===== src/rtl/core/mswa_pkg.sv =====
// ----------------------------------------------------------------------------
// mswa_pkg
// Shared types, sizes and sample assembly for the sample window averager.
// ----------------------------------------------------------------------------
package mswa_pkg;

  localparam int unsigned WINDOW_LEN   = 16;
  localparam int unsigned NUM_CHANNELS = 64;
  localparam int unsigned NUM_ENERGY   = 4;

  localparam int unsigned CHAN_W   = 6;
  localparam int unsigned WORD_W   = 16;
  localparam int unsigned SAMPLE_W = 25;
  localparam int unsigned SUM_W    = 33;
  localparam int unsigned ENERGY_W = 64;
  localparam int unsigned DELTA_W  = WORD_W + 1;

  localparam int unsigned CH_W    = (NUM_CHANNELS > 1) ? $clog2(NUM_CHANNELS) : 1;
  localparam int unsigned SLOT_W  = $clog2(WINDOW_LEN);
  localparam int unsigned FILL_W  = $clog2(WINDOW_LEN + 1);
  localparam int unsigned EIDX_W  = (NUM_ENERGY > 1) ? $clog2(NUM_ENERGY) : 1;
  localparam int unsigned STORE_AW = CH_W + SLOT_W;

  typedef enum logic [1:0] {
    MODE_STORE  = 2'd0,
    MODE_ROUND  = 2'd1,
    MODE_QUERY  = 2'd2,
    MODE_ENERGY = 2'd3
  } mode_e;

  typedef enum logic [1:0] {
    VT_S24 = 2'd0,
    VT_U24 = 2'd1,
    VT_S16 = 2'd2,
    VT_U16 = 2'd3
  } vtype_e;

  typedef enum logic {
    ST_IDLE = 1'b0,
    ST_EXEC = 1'b1
  } state_e;

  typedef struct packed {
    logic              en;
    logic [CH_W-1:0]   chan;
    logic [SLOT_W-1:0] slot;
  } store_rd_t;

  typedef struct packed {
    logic                       en;
    logic [CH_W-1:0]            chan;
    logic [SLOT_W-1:0]          slot;
    logic signed [SAMPLE_W-1:0] sample;
    logic signed [SUM_W-1:0]    sum;
  } store_wr_t;

  typedef struct packed {
    logic                      en;
    logic [CHAN_W-1:0]         chan;
    logic signed [DELTA_W-1:0] delta;
  } energy_req_t;

  function automatic logic signed [SAMPLE_W-1:0] assemble_sample(
    input vtype_e            vtype,
    input logic [WORD_W-1:0] hi,
    input logic [WORD_W-1:0] lo
  );
    logic signed [SAMPLE_W-1:0] res;
    case (vtype)
      VT_S24:  res = {hi[WORD_W-1], hi, lo[WORD_W-1:8]};
      VT_U24:  res = {1'b0, hi, lo[WORD_W-1:8]};
      VT_S16:  res = {{(SAMPLE_W-WORD_W){hi[WORD_W-1]}}, hi};
      VT_U16:  res = {{(SAMPLE_W-WORD_W){1'b0}}, hi};
      default: res = '0;
    endcase
    return res;
  endfunction

endpackage


===== src/rtl/core/mswa_energy_acc.sv =====
// ----------------------------------------------------------------------------
// mswa_energy_acc
// Wrapping 64-bit energy totals, updated by a signed net increment.
// ----------------------------------------------------------------------------
module mswa_energy_acc import mswa_pkg::*; (
  input  logic                       clk_i,
  input  logic                       rst_ni,
  input  energy_req_t                req_i,
  output logic signed [ENERGY_W-1:0] total_o
);

  logic signed [ENERGY_W-1:0] totals_q [NUM_ENERGY];
  logic signed [ENERGY_W-1:0] next_total;
  logic                       hit;
  logic [EIDX_W-1:0]          idx;

  assign hit        = int'(req_i.chan) < NUM_ENERGY;
  assign idx        = req_i.chan[EIDX_W-1:0];
  assign next_total = totals_q[idx]
                    + {{(ENERGY_W-DELTA_W){req_i.delta[DELTA_W-1]}}, req_i.delta};
  assign total_o    = hit ? next_total : '0;

  always_ff @(posedge clk_i or negedge rst_ni) begin
    if (!rst_ni) begin
      for (int i = 0; i < NUM_ENERGY; i++) begin
        totals_q[i] <= '0;
      end
    end else if (req_i.en && hit) begin
      totals_q[idx] <= next_total;
    end
  end

endmodule


===== config.mk =====
export PLATFORM = sky130hd
export DESIGN_NAME = mswa_energy_acc
export DESIGN_NICKNAME = d
export VERILOG_FILES = /design/src/rtl/core/mswa_pkg.sv /design/src/rtl/core/mswa_energy_acc.sv
export SDC_FILE = /design/constraint.sdc
export NUM_CORES = 1
export LEC_CHECK = 0
export BUFFER_PORTS_ARGS = -buffer_cell sky130_fd_sc_hd__buf_4
export CAP_MARGIN = 30
export CORE_MARGIN = 8
export CORE_UTILIZATION = 35
export CTS_CLUSTER_DIAMETER = 80
export DETAILED_ROUTE_END_ITERATION = 16
export PLACE_DENSITY = 0.55
export SYNTH_ARGS = -nofsm -noshare
export SYNTH_HDL_FRONTEND = slang
export SYNTH_SLANG_ARGS = --single-unit

===== constraint.sdc =====
create_clock -name clk_i -period 8.8 [get_ports clk_i]
set_input_delay 1.76 -clock clk_i [delete_from_list [all_inputs] [get_ports clk_i]]
set_output_delay 1.76 -clock clk_i [all_outputs]
set_load 0.05 [all_outputs]

* Word level (Yosys, flattened, before mapping) *
Cells that the tools add are included.
Widths: inputs -> output; s select.

storage, ports and cells
  register bits after elaboration = 256
  word-level logic and storage cells = 18
  output and inout port bits = 64
  bits of input ports = 26

cells by class
  multiplexer cells = 7
  magnitude comparators = 3
  bitwise logic cells = 1
  reductions and logical operators = 2
  $add $sub $neg = 1

operators with widths
  kind                count
  $bwmux 256          1
  $mux 64             4
  $bmux 64 s2         1
  $demux 64 s2        1
  $add 64x64->64      1
  $lt 6x3->1 const B  1
  $ge 3x3->1 const B  1
  $lt 3x1->1 const B  1
  $not 2->3           1
  $logic_and 1x1->1   2

* Depth between registers and ports, before layout *
Gate-level depths: netlist of the first run.

  depth after elaboration = 6
  mapped depth = 14
  gate-level depth less buffers = 11

* Worst setup path after synthesis of the first run *
Ideal clock, no wire load.

  kind = input to output
  from = input req_i[17] (netlist name)
  to = output total_o[43]
  buffers on the path = 4
  path slack = 341 ps
  cell stages on the path = 12
  required time = 7,040 ps
  arrival = 6,699 ps
  path through = clkbuf_1 buf_1 buf_1 mux4_2 ha_1 clkbuf_1 nand4_1 or4_1 a41o_1 a21boi_2 nor4_1 nor4_1

on the way
  longest elaborated chain between the ends = 6
  elaborated cells on any way between the ends = 7
  classes of those cells = add/sub (1); order compare (1); mux (4); bitwise (1)

ends and longest elaborated chain
  item                                         RTL line               text
  from (decl)                                  mswa_energy_acc.sv:8   input energy_req_t req_i,
  $not 2->3 (implied by the code)              mswa_energy_acc.sv:19  assign next_total = totals_q[idx]
  $bmux 64 s2                                  mswa_energy_acc.sv:19
  $mux 64 (implied by the code) (2 in series)  mswa_energy_acc.sv:19
  $add 64x64->64                               mswa_energy_acc.sv:20  + {{(ENERGY_W-DELTA_W){req_i.delta[DELTA_W-1]}}, req_i.delta};
  $mux 64 (*)                                  mswa_energy_acc.sv:21  assign total_o = hit ? next_total : '0;
  to (decl)                                    mswa_energy_acc.sv:9   output logic signed [ENERGY_W-1:0] total_o

Mark *: on every way between the ends. The rest lies on a longest branch, timed or not. The select of a mux whose other input is x is not followed.

* Final worst setup path of the first run *
  from = input req_i[17] (netlist name)
  to = output total_o[56]

Same word-level chain as after synthesis.

==> results of run 1 <==
-- routing by layer --
metal  GRT usage  share of wire  vias up
met5           0              0        -
met4      0.0373          0.018        0
met3      0.0225          0.045       53
met2       0.274           0.45      305
met1       0.248           0.49     6156
li1            -              -     5963
-- power groups by stage --
stage                     Clock, mW  Combinational (mW)  Sequential [mW]
after global placement            0                1.57             1.55
after detailed placement          0                1.58             1.56
after global routing           1.31                1.77             1.57
after floorplan                   0                1.21             1.52
after CTS                      1.26                1.59             1.54
final                          1.23                1.59             1.54
-- path summary, 6_finish.rpt --
kind / startpoint / to / slack, ps / depth (start not counted)
setup / recovery: req_i[17] / total_o[56] / 810 / 13
hold / removal: totals_q[109] / totals_q[109] / 470 / 2
setup reg to reg: totals_q[35] / totals_q[56] / 4880 / 10
hold reg to reg: totals_q[109] / totals_q[109] / 470 / 2
max in group asynchronous: rst_ni / totals_q[62] / 6210 / 2
min in group asynchronous: rst_ni / totals_q[153] / 1230 / 1
-- cells in the mapped netlist (3+ instances only) --
library cell    n
nor4_1          6
or4_1           3
buf_1           6
and3_1          5
mux2_2         36
and2_1         20
o31ai_2         3
o211ai_1        5
clkbuf_8       19
nand4_1        35
mux2i_1        14
a21oi_1        92
a211o_1         3
nor2_1        103
or2_2           4
o21bai_1       18
nand2b_1        5
nand2_1       315
buf_4           8
o311ai_0        4
o21ai_1         6
xor2_1         18
nor2b_1         3
buf_2           8
inv_1          15
o21a_1         17
a31oi_1        11
o31ai_1        34
ha_1           63
o22ai_1         8
xnor2_1        31
nand3_1        15
dfrtp_1       256
a211oi_1        3
nor3_1         29
clkbuf_1       68
o21ai_0       193
mux4_2         64
a21o_1         28
-- metrics by stage --
| stage | util | total power [mW] | worst slack (ps) |
|---|---|---|---|
| 6_report | 0.399 | 4.36 | 808 |
| 5_1_grt | 0.399 | 4.65 | 485 |
| 4_1_cts | 0.399 | 4.40 | 770 |
| 3_5_place_dp | 0.377 | 3.14 | 780 |
| 3_3_place_gp | 0.376 | 3.12 | 889 |
| 2_1_floorplan | - | 2.73 | 341 |
-- layout make-up --
type / count / share of cell area
clock buffer: 39 / 0.0473
clock inverter: 14 / 0.00774
inverter: 15 / 0.00320
multi-input combinational: 1248 / 0.485
sequential: 256 / 0.364
tap: 592 / 0.0420
timing repair buffer: 112 / 0.0514
-- cell usage in the layout, fill, tap and decap left out, types with 6 or more instances in the layout --
master     instances
nand2_1          313
dfrtp_1          256
o21ai_0          193
buf_4            107
nor2_1           101
a21oi_1           92
mux4_2            64
ha_1              63
mux2_2            36
nand4_1           35
o31ai_1           34
xnor2_1           31
clkbuf_16         29
a21o_1            28
nor3_1            27
and2_1            20
o21bai_1          18
xor2_1            18
o21a_1            17
nand3_1           15
inv_1             15
mux2i_1           14
a31oi_1           11
o22ai_1            8
clkbuf_8           7
clkinv_2           7
o21ai_1            6
-- cells by family after synthesis --
family	after synthesis	synth area share
buffers and inverters	126	0.0459
multiplexers	114	0.127
XOR/XNOR	49	0.0275
AO/OA/AOI/OAI	463	0.182
adder cells (fa/ha/maj)	64	0.0517
flip-flops	256	0.410
AND/OR/NAND/NOR	558	0.155
-- critical path: stages --
cell	delay, ps
buf_4	530
buf_4	300
mux4_2	520
ha_1	410
a21oi_1	210
o21ai_0	200
a21oi_1	200
o311ai_0	210
a221oi_1	800
a21oi_1	190
nor3_1	500
nor3_1	120
buf_4	230
==> run_results.csv, run 1 <==
group,metric,value,unit
sta,grt_setup_unrepaired,"false",
cells_and_area,syn_to_final_growth,12.8,%
global_routing,grt_overflow,0,
clock_tree,cts-root-buf,"clkbuf_16",
power_and_ir_drop,pwr-share-clk,0.282,
sta,hold_viol,0,
sta,holdWs,470,ps
sta,slew_headroom,0.377,
clock_tree,insertion_delay,570,ps
synthesis,ys_ff_latch,256,
sta,fin_tns_setup,0,ps
die,io_pins,90,
routing,routed_wl,44.2,mm
worst_hold_path,hold_class,"flop to flop",
cells_and_area,multiInputGateArea,8540,um2
cells_and_area,finalNetCount,1752,
setup_path,critical_path_class,"primary input to primary output",
synthesis,synthArstFlopShare,1.00,
synthesis,seq_area_frac_synth,0.410,
clock_tree,h-tree-depth,1,
clock_tree,cts.repair.resized,0,
routing,drt_iter0_markers,798,
placed_design,place_inst,2223,
cells_and_area,top_register,"totals_q",
routing,vias_per_cell,5.48,
sta,setup_viol,0,
sta,worst_pin_slew,934,ps
global_routing,grt_max_degree,142,
sta,fin_skew,12.9,ps
clock_tree,cts.clk_slew.worst_paths,60,ps
routing,drt-pass1-iter-count,5,
cells_and_area,fill_cells,4433,
routing,drc,0,
die,die_area,51700,um2
global_routing,grt_pass1_vias,12600,
power_and_ir_drop,p_int,2.72,mW
global_routing,grt_pass1_wl,71.4,mm
power_and_ir_drop,leakagePower,7.88,nW
placed_design,gp_congestion,0.930,
cells_and_area,regArea,6410,um2
synthesis,avgSynthCellArea,9.59,um2
cells_and_area,fin_area,17600,um2
die,core_area,44100,um2
sta,finalCritPeriodShare,0.908,
clock_tree,clock_sinks,256,
power_and_ir_drop,ir_worst_vdd,0.144,mV
clock_tree,cts_buffers,29,
power_and_ir_drop,swShare,0.376,
clock_tree,cts_hold_buf,0,
job,drv_cap,0,
cells_and_area,drive_above_1_share,0.179,
setup_path,cp_data_required_time,7040,ps
die,die_w,227,um
placed_design,hpwl,31.4,mm
synthesis,synth.distinct_cells,82,
synthesis,ys.warnings.count,0,
clock_tree,cts_tree,"yes",
routing,postRouteAntennaNets,0,
setup_path,start_kind,"primary input",
cells_and_area,stdcell_count,2276,
die,start_util,0.354,
placed_design,port_buffers,89,
die,row_count,77,
sta,period_needed,7990,ps
power_and_ir_drop,comb_power_share,0.365,
placed_design,dpl_cell_area,16600,um2
power_and_ir_drop,switchingPower,1.64,mW
routing,post_drt_wl_per_cell,19.4,um
setup_path,critPathArrivalTime,6230,ps
sta,fmax,0.125,GHz
synthesis,synth_area_leaders,"dfrtp_1 41%, mux4_2 9.2%, nand2_1 7.6%",
synthesis,synth_edf_count,0,
clock_tree,post_cts_buffers,0,
synthesis,synth_area,15600,um2
sta,drv_slew,0,
synthesis,synth.top_cell.area_share,0.410,
clock_tree,cts_buffer_depth,3,
synthesis,synth_top_cell_by_area,"dfrtp_1",
synthesis,synthCells,1630,
routing,vias,12500,
die,die-height,227,um
cells_and_area,diodes,0,
setup_path,worst-path-max-fanout,31,
outcome,outcome,"complete, no violations",
global_routing,grt.total_usage,0.172,
global_routing,antenna_found_initial,0,
power_and_ir_drop,pwr-share-seq,0.353,
power_and_ir_drop,power.density,248,nW/um2
cells_and_area,reg_top3,"totals_q x256",
cells_and_area,largest_reg_flops,256,
setup_path,cp-end-kind,"primary output",
synthesis,synth_ff_type,"dfrtp_1",
synthesis,syn_nets,1720,
Note: power is estimated with default switching activity, not from simulation.
==> inputs of run 2 (changes only) <==
--- a/config.mk
+++ b/config.mk
@@ -5,6 +5,7 @@
 export SDC_FILE = /design/constraint.sdc
 export NUM_CORES = 1
 export LEC_CHECK = 0
+export ABC_AREA = 1
 export BUFFER_PORTS_ARGS = -buffer_cell sky130_fd_sc_hd__buf_4
 export CAP_MARGIN = 30
 export CORE_MARGIN = 8
@@ -12,6 +13,8 @@
 export CTS_CLUSTER_DIAMETER = 80
 export DETAILED_ROUTE_END_ITERATION = 16
 export PLACE_DENSITY = 0.55
+export SLEW_MARGIN = 20
 export SYNTH_ARGS = -nofsm -noshare
 export SYNTH_HDL_FRONTEND = slang
 export SYNTH_SLANG_ARGS = --single-unit
+export TNS_END_PERCENT = 50
==> run_results.csv, run 2 <==
group,metric,value,unit
outcome,outcome,"complete, no violations",
die,die_area,55300,um2
power_and_ir_drop,ir_worst_vdd,0.168,mV
synthesis,synth_area_leaders,"dfrtp_1 38%, nand2_1 24%, inv_1 7.6%",
synthesis,synth-xor-area-share,0.0179,
clock_tree,cts_tree,"yes",
setup_path,rr_startpoint,"totals_q[192]",
job,drv_cap,0,
global_routing,grt_overflow,0,
placed_design,hpwl,41.9,mm
sta,fmax,0.137,GHz
setup_path,reg2regPathDepth,14,
synthesis,seq_area_frac_synth,0.381,
global_routing,grt_pass1_wl,89.2,mm
synthesis,synth_area,16800,um2
synthesis,synth.top_cell.area_share,0.381,
die,io_pins,90,
placed_design,port_buffers,89,
setup_path,rr_endpoint,"totals_q[54]",
placed_design,pre_cts_slack,1510,ps
synthesis,ys_ff_latch,256,
global_routing,grt_pass1_vias,15800,
clock_tree,post_cts_buffers,0,
cells_and_area,syn_to_final_growth,13.6,%
clock_tree,cts-root-buf,"clkbuf_16",
clock_tree,h-tree-depth,1,
routing,vias,16100,
sta,worst_pin_slew,905,ps
synthesis,synth_ff_type,"dfrtp_1",
power_and_ir_drop,comb_power_share,0.350,
routing,postRouteAntennaNets,0,
routing,vias_per_cell,4.96,
placed_design,dpl_cell_area,18100,um2
die,row_count,80,
routing,routed_wl,56.4,mm
routing,drc,0,
sta,slew_headroom,0.397,
setup_path,rrSetupSlack,5690,ps
synthesis,synthMuxAreaShare,0,
sta,period_needed,7280,ps
power_and_ir_drop,total_power,4.17,mW
clock_tree,cts.clk_slew.worst_paths,60,ps
clock_tree,insertion_delay,570,ps
clock_tree,cts.repair.resized,0,
cells_and_area,drive_above_1_share,0.0661,
worst_hold_path,worstHoldPathCells,2,
power_and_ir_drop,swShare,0.392,
synthesis,synth_edf_count,0,
die,core_area,47500,um2
clock_tree,cts_buffers,29,
synthesis,synth_top_cell_by_area,"dfrtp_1",
synthesis,synth.distinct_cells,30,
cells_and_area,reg_top3,"totals_q x256",
routing,drt-pass1-iter-count,6,
synthesis,synth_top_family_by_area,"simple AND/OR/NAND/NOR gates",
power_and_ir_drop,switchingPower,1.64,mW
global_routing,antenna_found_initial,0,
sta,fin_tns_setup,0,ps
setup_path,worst-path-max-fanout,37,
synthesis,syn_nets,2644,
cells_and_area,largest_reg_flops,256,
worst_hold_path,hold_class,"flop to flop",
synthesis,yosysMostFrequentCell,"nand2_1",
cells_and_area,diodes,0,
setup_path,critical_path_class,"primary input to primary output",
routing,post_drt_wl_per_cell,17.4,um
synthesis,synth_fa_ha_area_frac,0.0481,
power_and_ir_drop,p_int,2.54,mW
cells_and_area,fin_area,19100,um2
cells_and_area,top_register,"totals_q",
cells_and_area,final_common_cell,"nand2_1",
die,start_util,0.353,
sta,grt_setup_unrepaired,"false",
sta,finalCritPeriodShare,0.827,
setup_path,start_kind,"primary input",
worst_hold_path,hp-start,"totals_q[180]",
setup_path,cp-end-kind,"primary output",
synthesis,synthArstFlopShare,1.00,
die,die_w,235,um
power_and_ir_drop,pwr-share-seq,0.364,
routing,drt_iter0_markers,1140,
power_and_ir_drop,pwr-share-clk,0.286,
synthesis,synth_commonest_cells,"1093 x nand2_1, 338 x inv_1, 256 x dfrtp_1, 174 x nor2_1, 170 x nand3_1",
global_routing,grt_max_degree,141,
sta,drv_slew,0,
sta,setup_ws,1520,ps
global_routing,grt.total_usage,0.199,
sta,setup_viol,0,
clock_tree,cts_buffer_depth,3,
sta,hold_viol,0,
cells_and_area,finalNetCount,2701,
setup_path,critPathArrivalTime,5520,ps
synthesis,ys.warnings.count,0,
sta,fin_skew,22.0,ps
clock_tree,clock_sinks,256,
placed_design,gp_congestion,0.996,
synthesis,synth-simple-area-share,0.352,
power_and_ir_drop,power.density,219,nW/um2
synthesis,avgSynthCellArea,6.58,um2
synthesis,synthCells,2554,
setup_path,cp_data_required_time,7040,ps
power_and_ir_drop,leakagePower,10.7,nW
die,die-height,235,um
clock_tree,cts_hold_buf,0,
worst_hold_path,whs_endpoint,"totals_q[180]",
cells_and_area,final_cell_mix,"1093 x nand2_1, 335 x inv_1, 256 x dfrtp_1, 171 x nor2_1, 170 x nand3_1",
synthesis,synth-compound-area-share,0.103,
==> run 2: cell count changes in the layout (fill, tap and decap cells not counted), sizes merged, moves of 50 or more <==
cell and delta:
nand2 +778, inv +326, nand3 +157, a22oi +93
nor2 +72, mux4 -64, a21oi -51, o21ai -50
==> run 2: routing by layer <==
metal	wire, um	track usage	part of all wire
met5	0	0	0
met4	1200	0.0459	0.021
met2	27200	0.348	0.48
met3	2440	0.0224	0.043
met1	25600	0.261	0.45
==> run 2: cells by family after synthesis <==
kind of cell | count (synthesis)
simple gates | 1484
buf+inv | 425
compound gates | 294
flops | 256
fa+ha+maj | 64
xor+xnor | 31
==> run 2: critical path: stages <==
cell     delay (ps)
buf_4           130
inv_1            50
nand2_1         300
inv_2           400
a22oi_1         260
nand2_1          70
ha_1            220
fa_1            440
nand3_1         120
nand3_2         120
nand2_1          90
nand2_1         130
nand2_1         110
nand3_1         320
nand2_1         290
nand4_1         260
nand2_1         140
nor2_1           50
buf_4           220
==> run 2: worst max-delay path by stage <==
| stage | start | end | cells after the start |
|---|---|---|---|
| after floorplan | req_i[17] | total_o[60] | 21 |
| after global placement | req_i[17] | total_o[44] | 22 |
| after detailed placement | req_i[17] | total_o[44] | 22 |
| after CTS | req_i[17] | total_o[44] | 22 |
| after global routing | req_i[17] | total_o[44] | 22 |
| final | req_i[17] | total_o[54] | 19 |
==> run 2: power by group through the flow <==
| stage | registers (mW) | clock network [mW] | logic, mW |
|---|---|---|---|
| 2_1_floorplan | 1.50 | 0 | 1.02 |
| 3_3_place_gp | 1.53 | 0 | 1.46 |
| 3_5_place_dp | 1.54 | 0 | 1.47 |
| 4_1_cts | 1.52 | 1.22 | 1.48 |
| 5_1_grt | 1.55 | 1.26 | 1.66 |
| 6_report | 1.52 | 1.19 | 1.46 |
==> run 2: final cells by class <==
class                   instances  area (um2)
clock inverters                 8        75.1
inverters                     343        1290
repair buffers                108         908
fillers                      5053       28500
well taps                     615         769
flip-flops and latches        256        6410
multi-input cells            1873        8790
clock buffers                  45         856
==> run 2: stage by stage <==
step	util	hold WS, ps	instances
after floorplan	-	449	2554
after global placement	0.380	462	3192
after detailed placement	0.381	466	3193
after CTS	0.400	482	3246
after global routing	0.401	497	3248
final	0.401	480	3248
